File: src/rtl/lcas_pkg.sv
// Shared types, constants and helpers of the life cellular automaton step unit.
package lcas_pkg;

    // Width of the size registers and of the position counters.
    localparam int SIZE_W = 7;
    // Largest value a size register can carry.
    localparam int SIZE_MAX = 2 ** SIZE_W - 1;
    // Default for the largest grid width the line buffers are built for.
    localparam int DEFAULT_MAX_WIDTH = 64;
    // Largest grid height.
    localparam int MAX_HEIGHT = 64;
    // Smallest grid width or height.
    localparam int MIN_SIZE = 3;
    // Reset value of both size registers before saturation.
    localparam int SIZE_RESET = 64;

    // Width of the reported coordinates.
    localparam int COORD_W = 6;

    // Configuration register indexes.
    localparam int CFG_INDEX_W = 1;
    localparam logic [CFG_INDEX_W-1:0] REG_WIDTH_IN_USE  = 1'b0;
    localparam logic [CFG_INDEX_W-1:0] REG_HEIGHT_IN_USE = 1'b1;

    // Input kinds.
    localparam logic KIND_CELL  = 1'b0;
    localparam logic KIND_DRAIN = 1'b1;

    // Neighbour counts of the rule.
    localparam logic [3:0] BIRTH_COUNT   = 4'd3;
    localparam logic [3:0] SURVIVE_COUNT = 4'd2;

    // Which sides of the 3x3 window fall outside the grid.
    typedef struct packed {
        logic top;
        logic bottom;
        logic left;
        logic right;
    } t_edge_flags;

    // Saturate a written size into MIN_SIZE..top.
    function automatic logic [SIZE_W-1:0] clamp_size(input logic [SIZE_W-1:0] value,
                                                     input logic [SIZE_W-1:0] top);
        logic [SIZE_W-1:0] result;
        if (value < SIZE_W'(MIN_SIZE)) begin
            result = SIZE_W'(MIN_SIZE);
        end else if (value > top) begin
            result = top;
        end else begin
            result = value;
        end
        return result;
    endfunction

    // Number of set bits in a three-bit column.
    function automatic logic [1:0] ones3(input logic [2:0] v);
        return 2'({1'b0, v[0]} + {1'b0, v[1]} + {1'b0, v[2]});
    endfunction

endpackage

File: src/rtl/lcas_ram.sv
// Generic single-port-write, single-port-read RAM with a registered read.
module lcas_ram #(
    parameter int WIDTH = 2,
    parameter int DEPTH = 64
) (
    input  logic                     i_clk,
    input  logic                     i_we,
    input  logic [$clog2(DEPTH)-1:0] i_wr_addr,
    input  logic [WIDTH-1:0]         i_wr_data,
    input  logic [$clog2(DEPTH)-1:0] i_rd_addr,
    output logic [WIDTH-1:0]         o_rd_data
);

    logic [WIDTH-1:0] r_mem [DEPTH];
    logic [WIDTH-1:0] r_rd_data;

    // Write port and registered read port; a read of the address being written returns
    // the old contents.
    always_ff @(posedge i_clk) begin
        if (i_we) begin
            r_mem[i_wr_addr] <= i_wr_data;
        end
        r_rd_data <= r_mem[i_rd_addr];
    end

    assign o_rd_data = r_rd_data;

endmodule

File: src/rtl/lcas_rule.sv
// Neighbour count over the 3x3 window and the birth and survival rule.
module lcas_rule
    import lcas_pkg::*;
(
    input  logic [8:0]   i_window,
    input  t_edge_flags  i_edges,
    output logic         o_next_alive
);

    logic [2:0] row_mask;
    logic [2:0] left_col;
    logic [2:0] mid_col;
    logic [2:0] right_col;
    logic [3:0] count;
    logic       centre;

    // Bit 0 of each column is the row above, bit 2 the row below.
    always_comb begin
        row_mask  = {~i_edges.bottom, 1'b1, ~i_edges.top};
        left_col  = i_edges.left  ? 3'b000 : (i_window[8:6] & row_mask);
        right_col = i_edges.right ? 3'b000 : (i_window[2:0] & row_mask);
        // The centre cell itself is no neighbour.
        mid_col   = i_window[5:3] & row_mask & 3'b101;
        centre    = i_window[4];
        count     = 4'(ones3(left_col)) + 4'(ones3(mid_col)) + 4'(ones3(right_col));
    end

    // Born on three neighbours, survives on two or three.
    assign o_next_alive = (count == BIRTH_COUNT) || (centre && (count == SURVIVE_COUNT));

endmodule

File: src/rtl/life_cellular_automaton_step_unit.sv
// Top level of the life cellular automaton step unit: one generation, streamed.
//
// Cells of one generation arrive in raster order on the slave stream, one per beat:
// tuser is the kind (0 cell, 1 drain) and tdata bit 0 the cell state. For every cell
// that completes a 3x3 neighbourhood the master stream carries the next-generation
// state of the cell one row and one column behind, with its row and column; tlast
// marks the last cell of the generation. After the last cell of a frame, width+1
// drain beats flush the remaining results. Cells outside the grid count as dead.
// The grid size is set through the write port (index 0 width, index 1 height);
// a write restarts the frame at cell (0,0). Writes are made only while the unit is idle;
// the user must keep to this, as the unit does not enforce it. Throughput is one beat per
// cycle while the receiver does not stall: the line buffers are one RAM read ahead of the
// column counter, and the rule is evaluated straight into the output register.
// A result waits in the output register while the receiver stalls; a new beat is
// taken in the same cycle as the waiting one is taken.
// Reset sets both sizes to 64 (width saturated to MAX_WIDTH) and the position
// counters to zero; line buffer contents need no clearing as they are always
// rewritten before they can reach a result.
module life_cellular_automaton_step_unit
    import lcas_pkg::*;
#(
    parameter int MAX_WIDTH = DEFAULT_MAX_WIDTH
) (
    input  logic                   i_clk,
    input  logic                   i_rst_n,
    // Configuration write port.
    input  logic                   i_cfg_we,
    input  logic [CFG_INDEX_W-1:0] i_cfg_index,
    input  logic [SIZE_W-1:0]      i_cfg_wdata,
    // Cell stream in.
    input  logic                   i_s_axis_tvalid,
    output logic                   o_s_axis_tready,
    input  logic [7:0]             i_s_axis_tdata,   // [0] alive, [7:1] zero
    input  logic                   i_s_axis_tuser,   // [0] kind
    // Result stream out.
    output logic                   o_m_axis_tvalid,
    input  logic                   i_m_axis_tready,
    output logic [15:0]            o_m_axis_tdata,   // [0] next_alive, [6:1] out_row,
                                                     // [12:7] out_col, [15:13] zero
    output logic                   o_m_axis_tlast    // frame_last
);

    // Width cannot exceed what the register carries.
    localparam int EFF_WIDTH = (MAX_WIDTH < SIZE_MAX) ? MAX_WIDTH : SIZE_MAX;
    localparam int ADDR_W    = $clog2(EFF_WIDTH);
    localparam logic [SIZE_W-1:0] WIDTH_TOP   = SIZE_W'(EFF_WIDTH);
    localparam logic [SIZE_W-1:0] HEIGHT_TOP  = SIZE_W'(MAX_HEIGHT);
    localparam logic [SIZE_W-1:0] WIDTH_RESET =
        SIZE_W'((EFF_WIDTH < SIZE_RESET) ? EFF_WIDTH : SIZE_RESET);
    localparam logic [SIZE_W-1:0] HEIGHT_RESET = SIZE_W'(SIZE_RESET);

    logic [SIZE_W-1:0]  r_width, n_width;
    logic [SIZE_W-1:0]  r_height, n_height;
    logic [SIZE_W-1:0]  r_in_col, n_in_col;
    logic [SIZE_W-1:0]  r_in_row, n_in_row;
    logic [SIZE_W-1:0]  r_out_col, n_out_col;
    logic [SIZE_W-1:0]  r_out_row, n_out_row;
    logic [8:0]         r_window, n_window;

    logic               r_out_valid;
    logic               r_next_alive;
    logic [COORD_W-1:0] r_out_row_q;
    logic [COORD_W-1:0] r_out_col_q;
    logic               r_frame_last;

    logic               in_accept;
    logic               draining;
    logic               step_en;
    logic               cell_value;
    logic               result_ready;
    logic               is_last;
    logic [1:0]         buf_rd_data;
    logic [1:0]         buf_wr_data;
    logic [ADDR_W-1:0]  buf_rd_addr;
    logic [SIZE_W-1:0]  in_col_inc;
    logic [SIZE_W-1:0]  out_col_inc;
    logic [SIZE_W-1:0]  out_row_inc;
    t_edge_flags        edges;
    logic               rule_next_alive;

    // Take a beat whenever the output register is free or is emptied now.
    assign o_s_axis_tready = !r_out_valid || i_m_axis_tready;
    assign in_accept       = i_s_axis_tvalid && o_s_axis_tready;

    // Past the last grid row every beat counts as a dead drain cell; before it,
    // drain beats are dropped.
    assign draining   = r_in_row >= r_height;
    assign step_en    = in_accept && (draining || (i_s_axis_tuser == KIND_CELL));
    assign cell_value = draining ? 1'b0 : i_s_axis_tdata[0];

    assign in_col_inc  = r_in_col + SIZE_W'(1);
    assign out_col_inc = r_out_col + SIZE_W'(1);
    assign out_row_inc = r_out_row + SIZE_W'(1);

    // A neighbourhood is complete once the input is one row and one column ahead.
    assign result_ready = (r_in_row >= SIZE_W'(2)) ||
                          ((r_in_row == SIZE_W'(1)) && (r_in_col != '0));

    assign edges.top    = (r_out_row == '0);
    assign edges.bottom = (out_row_inc >= r_height);
    assign edges.left   = (r_out_col == '0);
    assign edges.right  = (out_col_inc >= r_width);
    assign is_last      = edges.bottom && edges.right;

    // Bit 1 holds the row two above the input, bit 0 the row just above it.
    assign buf_wr_data = {buf_rd_data[0], cell_value};

    // Size registers, position counters and window.
    always_comb begin
        n_width   = r_width;
        n_height  = r_height;
        n_in_col  = r_in_col;
        n_in_row  = r_in_row;
        n_out_col = r_out_col;
        n_out_row = r_out_row;
        n_window  = r_window;
        if (i_cfg_we) begin
            unique case (i_cfg_index)
                REG_WIDTH_IN_USE:  n_width  = clamp_size(i_cfg_wdata, WIDTH_TOP);
                REG_HEIGHT_IN_USE: n_height = clamp_size(i_cfg_wdata, HEIGHT_TOP);
                default:           n_width  = r_width;
            endcase
            n_in_col  = '0;
            n_in_row  = '0;
            n_out_col = '0;
            n_out_row = '0;
        end else if (step_en) begin
            n_window = {r_window[5:0], cell_value, buf_rd_data[0], buf_rd_data[1]};
            if (in_col_inc >= r_width) begin
                n_in_col = '0;
                n_in_row = r_in_row + SIZE_W'(1);
            end else begin
                n_in_col = in_col_inc;
            end
            if (result_ready) begin
                if (is_last) begin
                    n_in_col  = '0;
                    n_in_row  = '0;
                    n_out_col = '0;
                    n_out_row = '0;
                end else if (out_col_inc >= r_width) begin
                    n_out_col = '0;
                    n_out_row = out_row_inc;
                end else begin
                    n_out_col = out_col_inc;
                end
            end
        end
    end

    always_ff @(posedge i_clk) begin
        if (!i_rst_n) begin
            r_width   <= WIDTH_RESET;
            r_height  <= HEIGHT_RESET;
            r_in_col  <= '0;
            r_in_row  <= '0;
            r_out_col <= '0;
            r_out_row <= '0;
            r_window  <= '0;
        end else begin
            r_width   <= n_width;
            r_height  <= n_height;
            r_in_col  <= n_in_col;
            r_in_row  <= n_in_row;
            r_out_col <= n_out_col;
            r_out_row <= n_out_row;
            r_window  <= n_window;
        end
    end

    // Line buffers: the read is issued for the column the next beat will use.
    assign buf_rd_addr = i_rst_n ? n_in_col[ADDR_W-1:0] : '0;

    lcas_ram #(
        .WIDTH (2),
        .DEPTH (EFF_WIDTH)
    ) u_line_buf (
        .i_clk     (i_clk),
        .i_we      (step_en),
        .i_wr_addr (r_in_col[ADDR_W-1:0]),
        .i_wr_data (buf_wr_data),
        .i_rd_addr (buf_rd_addr),
        .o_rd_data (buf_rd_data)
    );

    // Rule on the window as it stands after this beat is shifted in.
    lcas_rule u_rule (
        .i_window     (n_window),
        .i_edges      (edges),
        .o_next_alive (rule_next_alive)
    );

    // Output register: valid state.
    always_ff @(posedge i_clk) begin
        if (!i_rst_n) begin
            r_out_valid <= 1'b0;
        end else if (step_en && result_ready) begin
            r_out_valid <= 1'b1;
        end else if (i_m_axis_tready) begin
            r_out_valid <= 1'b0;
        end
    end

    // Output register: payload.
    always_ff @(posedge i_clk) begin
        if (step_en && result_ready) begin
            r_next_alive <= rule_next_alive;
            r_out_row_q  <= r_out_row[COORD_W-1:0];
            r_out_col_q  <= r_out_col[COORD_W-1:0];
            r_frame_last <= is_last;
        end
    end

    assign o_m_axis_tvalid = r_out_valid;
    assign o_m_axis_tdata  = {3'b000, r_out_col_q, r_out_row_q, r_next_alive};
    assign o_m_axis_tlast  = r_frame_last;

endmodule

File: config.mk
export PLATFORM = sky130hd
export DESIGN_NAME = life_cellular_automaton_step_unit
export DESIGN_NICKNAME = d
export VERILOG_FILES = /design/src/rtl/lcas_pkg.sv /design/src/rtl/lcas_ram.sv /design/src/rtl/lcas_rule.sv /design/src/rtl/life_cellular_automaton_step_unit.sv
export SDC_FILE = /design/constraint.sdc
export NUM_CORES = 1
export LEC_CHECK = 0
export BUFFER_PORTS_ARGS = -buffer_cell sky130_fd_sc_hd__buf_2
export CELL_PAD_IN_SITES_DETAIL_PLACEMENT = 0
export CELL_PAD_IN_SITES_GLOBAL_PLACEMENT = 2
export CORE_UTILIZATION = 45
export DETAILED_ROUTE_END_ITERATION = 10
export PLACE_DENSITY_LB_ADDON = 0.1
export SYNTH_ARGS = -nofsm -noshare
export SYNTH_HDL_FRONTEND = slang
export SYNTH_SLANG_ARGS = --single-unit
File: constraint.sdc
create_clock -name i_clk -period 12.26 [get_ports i_clk]
set_clock_uncertainty 0.2 [all_clocks]
set_input_delay 0 -clock i_clk [delete_from_list [all_inputs] [get_ports i_clk]]
set_output_delay 0 -clock i_clk [all_outputs]
set_load 0.1 [all_outputs]
[Yosys cells after proc, flatten, opt, wreduce, memory -nomap -nowiden]
Memories as Yosys holds them, arrays and structs flattened. A register that Yosys moved wholly into a read port is not among the register bits.
Index checks and enable logic that the tools add are counted.
Word-level totals
  memories kept: 1
  RAM bits: 128
  flip-flop bits (word level): 66
  input port bits: 22
  word-level logic and storage cells: 88
  output and inout bits: 19
Memory list
  u_line_buf.r_mem: words 64, bits a word 2, read ports 1, clocked after Yosys merged registers in 1, wr ports 1, RTL line lcas_ram.sv:14  | logic [WIDTH-1:0] r_mem [DEPTH];
Cells by class
  add/sub/neg operators: 11
  multiplexer cells: 24
  bitwise logic cells: 8
  eq/ne operators: 3
  reductions and logical operators: 21
  magnitude comparators: 7
Operators by type and width (number)
  $mux W7: 12
  $add A7 B1 Y7 const B: 4
  $ge A7 B7 Y1: 4
  $mux W6: 3
  $mux W9: 2
  $logic_not A7 Y1: 2
  $and A3 B3 Y3: 3
  $eq A4 B2 Y1 const B: 2
  $eq A7 B1 Y1 const B: 1
  $ge A7 B2 Y1 const B: 1
  $gt A7 B7 Y1 const B: 1
  $lt A7 B2 Y1 const B: 1
  $reduce_bool A7 Y1: 1
  $add A1 B1 Y2: 3
  $logic_and A1 B1 Y1: 6
  $mux W3: 2
  $reduce_and A2 Y1: 3
  $mux W1: 5
  $not A1 Y1: 5
  $add A2 B1 Y2: 2
  $add A4 B2 Y4: 1
  $logic_or A1 B1 Y1: 4
  $reduce_bool A2 Y1: 2
  $add A2 B2 Y3: 1
  3 further kinds: 3

[Longest topological paths before layout]
  depth in word-level cells: 15
  depth in mapped cells: 19
  mapped depth without buffers: 18

[Cells and area by module]
A second synthesis with hierarchy kept.
Unflattened totals
  cell total of the unflattened synthesis: 750
  area, all modules: 9447.8 um^2
Modules (own cells, without submodules)
  lcas_ram: area an instance 5397.7 um^2, seq. area each 3883.7 um^2, times used 1, cells each 324
  life_cellular_automaton_step_unit: area an instance 3843.7 um^2, seq. area each 1461.4 um^2, times used 1, cells each 403
  lcas_rule: area an instance 206.4 um^2, seq. area each 0.0 um^2, times used 1, cells each 23

[Worst setup path before layout]
OpenSTA, ideal clock, no wires.
  path kind: reg-to-reg
  from: reg r_out_valid (netlist: o_m_axis_tvalid)
  to: reg r_next_alive, data pin
  data arrival time: 5.794 ns
  stages on the path, launching flop included: 17
  library setup time: 0.256 ns
  path buffers: 1
  clock period less this slack: 6.249 ns
  data required time: 11.804 ns
  slack: 6.011 ns
  cells stage by stage: dfxtp_1 -> nand2b_1 -> and2_1 -> nand2_1 -> clkbuf_1 -> nor2_1 -> mux2i_1 -> or2_2 -> fa_1 -> fa_1 -> inv_1 -> fa_1 -> ha_1 -> fa_1 -> nand3_1 -> o21ai_0 -> o211a_1
On the way
  word-level cells in the longest chain between the ends: 15
  elaborated cells between the ends (all ways): 22
  classes of those cells: add/sub (7); eq/ne (2); mux (4); bitwise (3); reduce/logical (6)
Ends and longest elaborated chain
  start, declared: RTL line life_cellular_automaton_step_unit.sv:60  | logic r_out_valid;
  start signal, assigned: RTL line life_cellular_automaton_step_unit.sv:196  | r_out_valid <= 1'b0;
  start signal, assigned: RTL line life_cellular_automaton_step_unit.sv:198  | r_out_valid <= 1'b1;
  start signal, assigned: RTL line life_cellular_automaton_step_unit.sv:200  | r_out_valid <= 1'b0;
  $logic_not A1 Y1 (*): RTL line life_cellular_automaton_step_unit.sv:82  | assign o_s_axis_tready = !r_out_valid || i_m_axis_tready;
  $logic_or A1 B1 Y1 (*): RTL line life_cellular_automaton_step_unit.sv:82
  net o_s_axis_tready: RTL line life_cellular_automaton_step_unit.sv:32  | output logic o_s_axis_tready,
  $logic_and A1 B1 Y1 (*): RTL line life_cellular_automaton_step_unit.sv:83  | assign in_accept = i_s_axis_tvalid && o_s_axis_tready;
  $logic_and A1 B1 Y1 (*): RTL line life_cellular_automaton_step_unit.sv:88  | assign step_en = in_accept && (draining || (i_s_axis_tuser == KIND_CELL));
  $mux W9 (*): RTL line life_cellular_automaton_step_unit.sv:127  | end else if (step_en) begin
  $mux W9 (*): RTL line life_cellular_automaton_step_unit.sv:117  | if (i_cfg_we) begin
  $and A3 B3 Y3: RTL line lcas_rule.sv:20  | left_col = i_edges.left ? 3'b000 : (i_window[8:6] & row_mask);
  $mux W3: RTL line lcas_rule.sv:20
  $add A1 B1 Y2: RTL line lcas_pkg.sv:57  | return 2'({1'b0, v[0]} + {1'b0, v[1]} + {1'b0, v[2]});
  $add A2 B1 Y2: RTL line lcas_pkg.sv:57
  $add A2 B2 Y3: RTL line lcas_rule.sv:25  | count = 4'(ones3(left_col)) + 4'(ones3(mid_col)) + 4'(ones3(right_col));
  $add A4 B2 Y4: RTL line lcas_rule.sv:25
  $eq A4 B2 Y1: RTL line lcas_rule.sv:29  | assign o_next_alive = (count == BIRTH_COUNT) || (centre && (count == SURVIVE_COUNT));
  $logic_and A1 B1 Y1: RTL line lcas_rule.sv:29
  $logic_or A1 B1 Y1 (*): RTL line lcas_rule.sv:29
  net rule_next_alive: RTL line life_cellular_automaton_step_unit.sv:79  | logic rule_next_alive;
  end signal, assigned: RTL line life_cellular_automaton_step_unit.sv:207  | r_next_alive <= rule_next_alive;
  end, declared: RTL line life_cellular_automaton_step_unit.sv:61  | logic r_next_alive;
The timed path passes the listed nets; every way through them passes the cells marked *.
A chain may end at the register's enable or synchronous reset.

[Final worst setup path]
  from: reg r_in_row[0]
  to: reg r_next_alive, data pin
On the way
  word-level cells in the longest chain between the ends: 14
  elaborated cells between the ends (all ways): 22
  classes of those cells: add/sub (7); order compare (1); eq/ne (2); mux (5); bitwise (3); reduce/logical (4)
Ends and longest elaborated chain
  start, declared: RTL line life_cellular_automaton_step_unit.sv:55  | logic [SIZE_W-1:0] r_in_row, n_in_row;
  start signal, assigned: RTL line life_cellular_automaton_step_unit.sv:164  | r_in_row <= n_in_row;
  $ge A7 B7 Y1 (*): RTL line life_cellular_automaton_step_unit.sv:87  | assign draining = r_in_row >= r_height;
  $logic_or A1 B1 Y1: RTL line life_cellular_automaton_step_unit.sv:88
  $logic_and A1 B1 Y1: RTL line life_cellular_automaton_step_unit.sv:88
  $mux W9 (*): RTL line life_cellular_automaton_step_unit.sv:127
  $mux W9 (*): RTL line life_cellular_automaton_step_unit.sv:117
  $and A3 B3 Y3: RTL line lcas_rule.sv:20
  $mux W3: RTL line lcas_rule.sv:20
  $add A1 B1 Y2: RTL line lcas_pkg.sv:57
  $add A2 B1 Y2: RTL line lcas_pkg.sv:57
  $add A2 B2 Y3: RTL line lcas_rule.sv:25
  $add A4 B2 Y4: RTL line lcas_rule.sv:25
  $eq A4 B2 Y1: RTL line lcas_rule.sv:29
  $logic_and A1 B1 Y1: RTL line lcas_rule.sv:29
  $logic_or A1 B1 Y1 (*): RTL line lcas_rule.sv:29
  net rule_next_alive: RTL line life_cellular_automaton_step_unit.sv:79
Marks and branches as above.

==> flow_summary_export.csv <==
group,metric,value,unit
cts,clock-sinks,196,
die,core,0.0210,mm^2
die,num_io_pins,41,
synth,synth_warnings,0,
drt,routed_wl,23500,um
cts,cts_setup_buffers,0,
setup_path,arrival,6220,ps
synth,synth_edf_count,142,
synth,async_reset_ff_frac,0,
cts,clkTransAtPathRegs,70,ps
cells_and_area,final_common_cell,"edfxtp_1",
placement,hpwl,15900,um
synth,synth_cell_types,70,
timing,rsz0062_at_grt,"no",
placement,globalplace.congestion,0.838,
cells_and_area,drive_above_1_share,0.110,
pwr,pwr-share-seq,0.536,
drt,ant_nets,0,
synth,syn_area,0.00961,mm^2
job,drv_cap,0,
grt,antenna_found_initial,0,
die,start_util,0.459,
cts,h-tree-depth,4,
synth,avgSynthCellArea,11.2,um^2
outcome,outcome,"finished, final reports clean",
synth,synth_top_area_frac,0.444,
drt,wl_per_cell,19.9,um
setup_path,crit_start,"r_in_row[0]",
pwr,power_switching,0.000328,W
setup_path,cp_max_fo,12,
die,die_y,148,um
pwr,p_leak,3.93,nW
drt,vias_per_cell,5.61,
synth,synth-seq-cells,196,
timing,finalSetupViolCount,0,
drt,drt_iter0_drc,586,
cells_and_area,mostFrequentLayoutCells,"edfxtp_1 (142), nor2_1 (114), nand2_1 (76)",
setup_path,worstPathCellList,"inv_1, ha_1, nor2b_1, o21ai_1, a41o_1, nand2_1, nor2_1, mux2i_1, or2_2, fa_1, fa_1, inv_1, fa_1, ha_1, fa_1, nand3_1, o21ai_0, o211a_1",
timing,fin_setup_tns,0,ps
cells_and_area,fin_area,0.0107,mm^2
cts,hold_buffers,17,
synth,synth_area_leaders,"edfxtp_1 (44%), dfxtp_1 (11%), mux2i_1 (5.8%), ha_1 (5.2%), nor2_1 (4.5%)",
setup_path,slowest_delay,850,ps
cells_and_area,multi_input_area,0.00394,mm^2
setup_path,critical_path.endpoint,"r_next_alive",
setup_path,rrSetupSlack,6020,ps
grt,grt_pass1_wl,37300,um
die,fp.dieW,148,um
grt,grt_usage,0.227,
cells_and_area,diodes,0,
setup_path,crit_path_end_kind,"flop",
setup_path,cp_common_cell,"fa_1",
cells_and_area,seq_area,0.00535,mm^2
timing,fin_crit_sh,0.509,
placement,place_area,0.00997,mm^2
setup_path,start_kind,"flop",
grt,grt_pass1_vias,6571,
worst_hold_path,min_path_type,"in -> reg",
pwr,pwr-share-comb,0.057,
cts,cts_root_buf,"clkbuf_16",
cts,clk_latency,440,ps
die,die_area,0.0219,mm^2
setup_path,critPathKind,"reg -> reg",
pwr,swShare,0.245,
cts,cts_tree,"built",
die,rows,53,
synth,ys_seq_area_frac,0.556,
cts,cts_resized,0,
grt,grt_remaining_overflow,0,
pwr,vdd_drop_max,0.000102,V
grt,grt_max_degree,65,
cts,cts-buffers-inserted,17,
cells_and_area,nets,955,
setup_path,cp.required,12250,ps
setup_path,cpMaxStageDelayCell,"nor2_1",
drt,dr.pass1.iters,4,
drt,drc_errors,0,
timing,hold_viol,0,
worst_hold_path,min_from,"i_s_axis_tvalid",
cells_and_area,num-fill-cells,1898,
setup_path,r2r-start,"r_in_row[0]",
synth,syn_inst,859,
pwr,cellPowerDensity,125,mW/mm^2
pwr,p_int,0.00101,W
pwr,clkPwrFrac,0.406,
timing,period_needed,6240,ps
drt,via_count,6607,
cts,clockBufferDepth,2,
synth,synth_area_leader_cell,"edfxtp_1",
synth,ys.flop_type,"edfxtp_1",
setup_path,r2r-end,"r_next_alive",
cells_and_area,syn2layout_area_growth,11.6,%
timing,timing.fmax,0.160,GHz
timing,slew_viol_final,0,
timing,tightest_slew,1020,ps
timing,max-slew-margin-rel,0.312,
placement,io_buffers,30,
setup_path,r2r_cells,18,
[state kept, by name, indices dropped and copies added, names as in the netlist]
signal	cells
r_next_alive	1
r_window	9
r_in_col	7
r_out_col_q	6
r_out_row	7
r_out_col	7
u_line_buf.r_mem	128
r_width	7
r_out_row_q	6
r_in_row	7
o_m_axis_tlast	1
o_m_axis_tvalid	1
u_line_buf.o_rd_data	2
r_height	7
[power by group through the flow]
| stage | clock network [W] | registers [W] | logic [W] |
|---|---|---|---|
| after floorplan | 0 | 0.000738 | 0.0000459 |
| after global placement | 0 | 0.000734 | 0.0000720 |
| after detailed placement | 0 | 0.000735 | 0.0000734 |
| after CTS | 0.000554 | 0.000719 | 0.0000773 |
| after global routing | 0.000581 | 0.000720 | 0.0000847 |
| final | 0.000545 | 0.000719 | 0.0000769 |
[final cells by class]
class | count | share of cell area
multi-input combinational | 583 | 0.367
sequential | 196 | 0.499
inverter | 36 | 0.0126
timing repair buffer | 55 | 0.0355
tap | 275 | 0.0321
clock buffer | 17 | 0.0397
clock inverter | 15 | 0.0144
[worst min-delay path by stage]
stage | end | cells past startpoint
5_1_grt | r_in_row[0] | 5
2_1_floorplan | r_window[0] | 1
3_5_place_dp | r_height[6] | 3
3_3_place_gp | r_height[6] | 3
6_report | r_in_row[1] | 5
4_1_cts | r_in_row[1] | 5
[cells by family (layout without fill, tap and decap cells)]
logic type / count (synthesis) / in the layout / share of synthesized area
other: 1 / 3 / 0.000390
muxes: 66 / 66 / 0.0701
and+or+nand+nor: 328 / 328 / 0.163
AOI/OAI and AO/OA: 122 / 122 / 0.0931
DFF: 196 / 196 / 0.556
xor gates and xnor gates: 20 / 20 / 0.0182
adders and majority gates: 44 / 44 / 0.0604
buffers and inverters: 82 / 123 / 0.0383
[routing by layer]
metal / GRT usage / vias up / wire length (um)
met5: 0 / - / 0
met4: 0.0536 / 0 / 284
met3: 0.0356 / 23 / 928
met2: 0.352 / 146 / 10800
met1: 0.333 / 3259 / 11400
li1: - / 3179 / -
[metrics by stage]
step	setup slack (ps)	cells	hold slack (ps)	power (W)	utilization
2_1_floorplan	6010	861	-71.8	0.000784	-
3_3_place_gp	6180	1128	148	0.000806	0.476
3_5_place_dp	6080	1128	134	0.000808	0.476
4_1_cts	6060	1177	128	0.00135	0.512
5_1_grt	5640	1177	179	0.00139	0.512
6_report	6020	1177	160	0.00134	0.512
[cell usage after synthesis, types with 12 or more instances]
cell        n
a21oi_1    32
a31oi_1    12
clkbuf_1   24
dfxtp_1    54
edfxtp_1  142
ha_1       40
inv_1      33
mux2i_1    56
nand2_1    76
nand3_1    35
nor2_1    114
nor2b_1    19
[critical path: cells and delay by family, from the launching register on]
family	cells	cell delay (ps)
buf+inv	2	170
compound gates	4	910
simple gates	5	1660
flops	1	400
mux	1	260
fa+ha+maj	6	2390
Power figures use the tool's default switching activity.
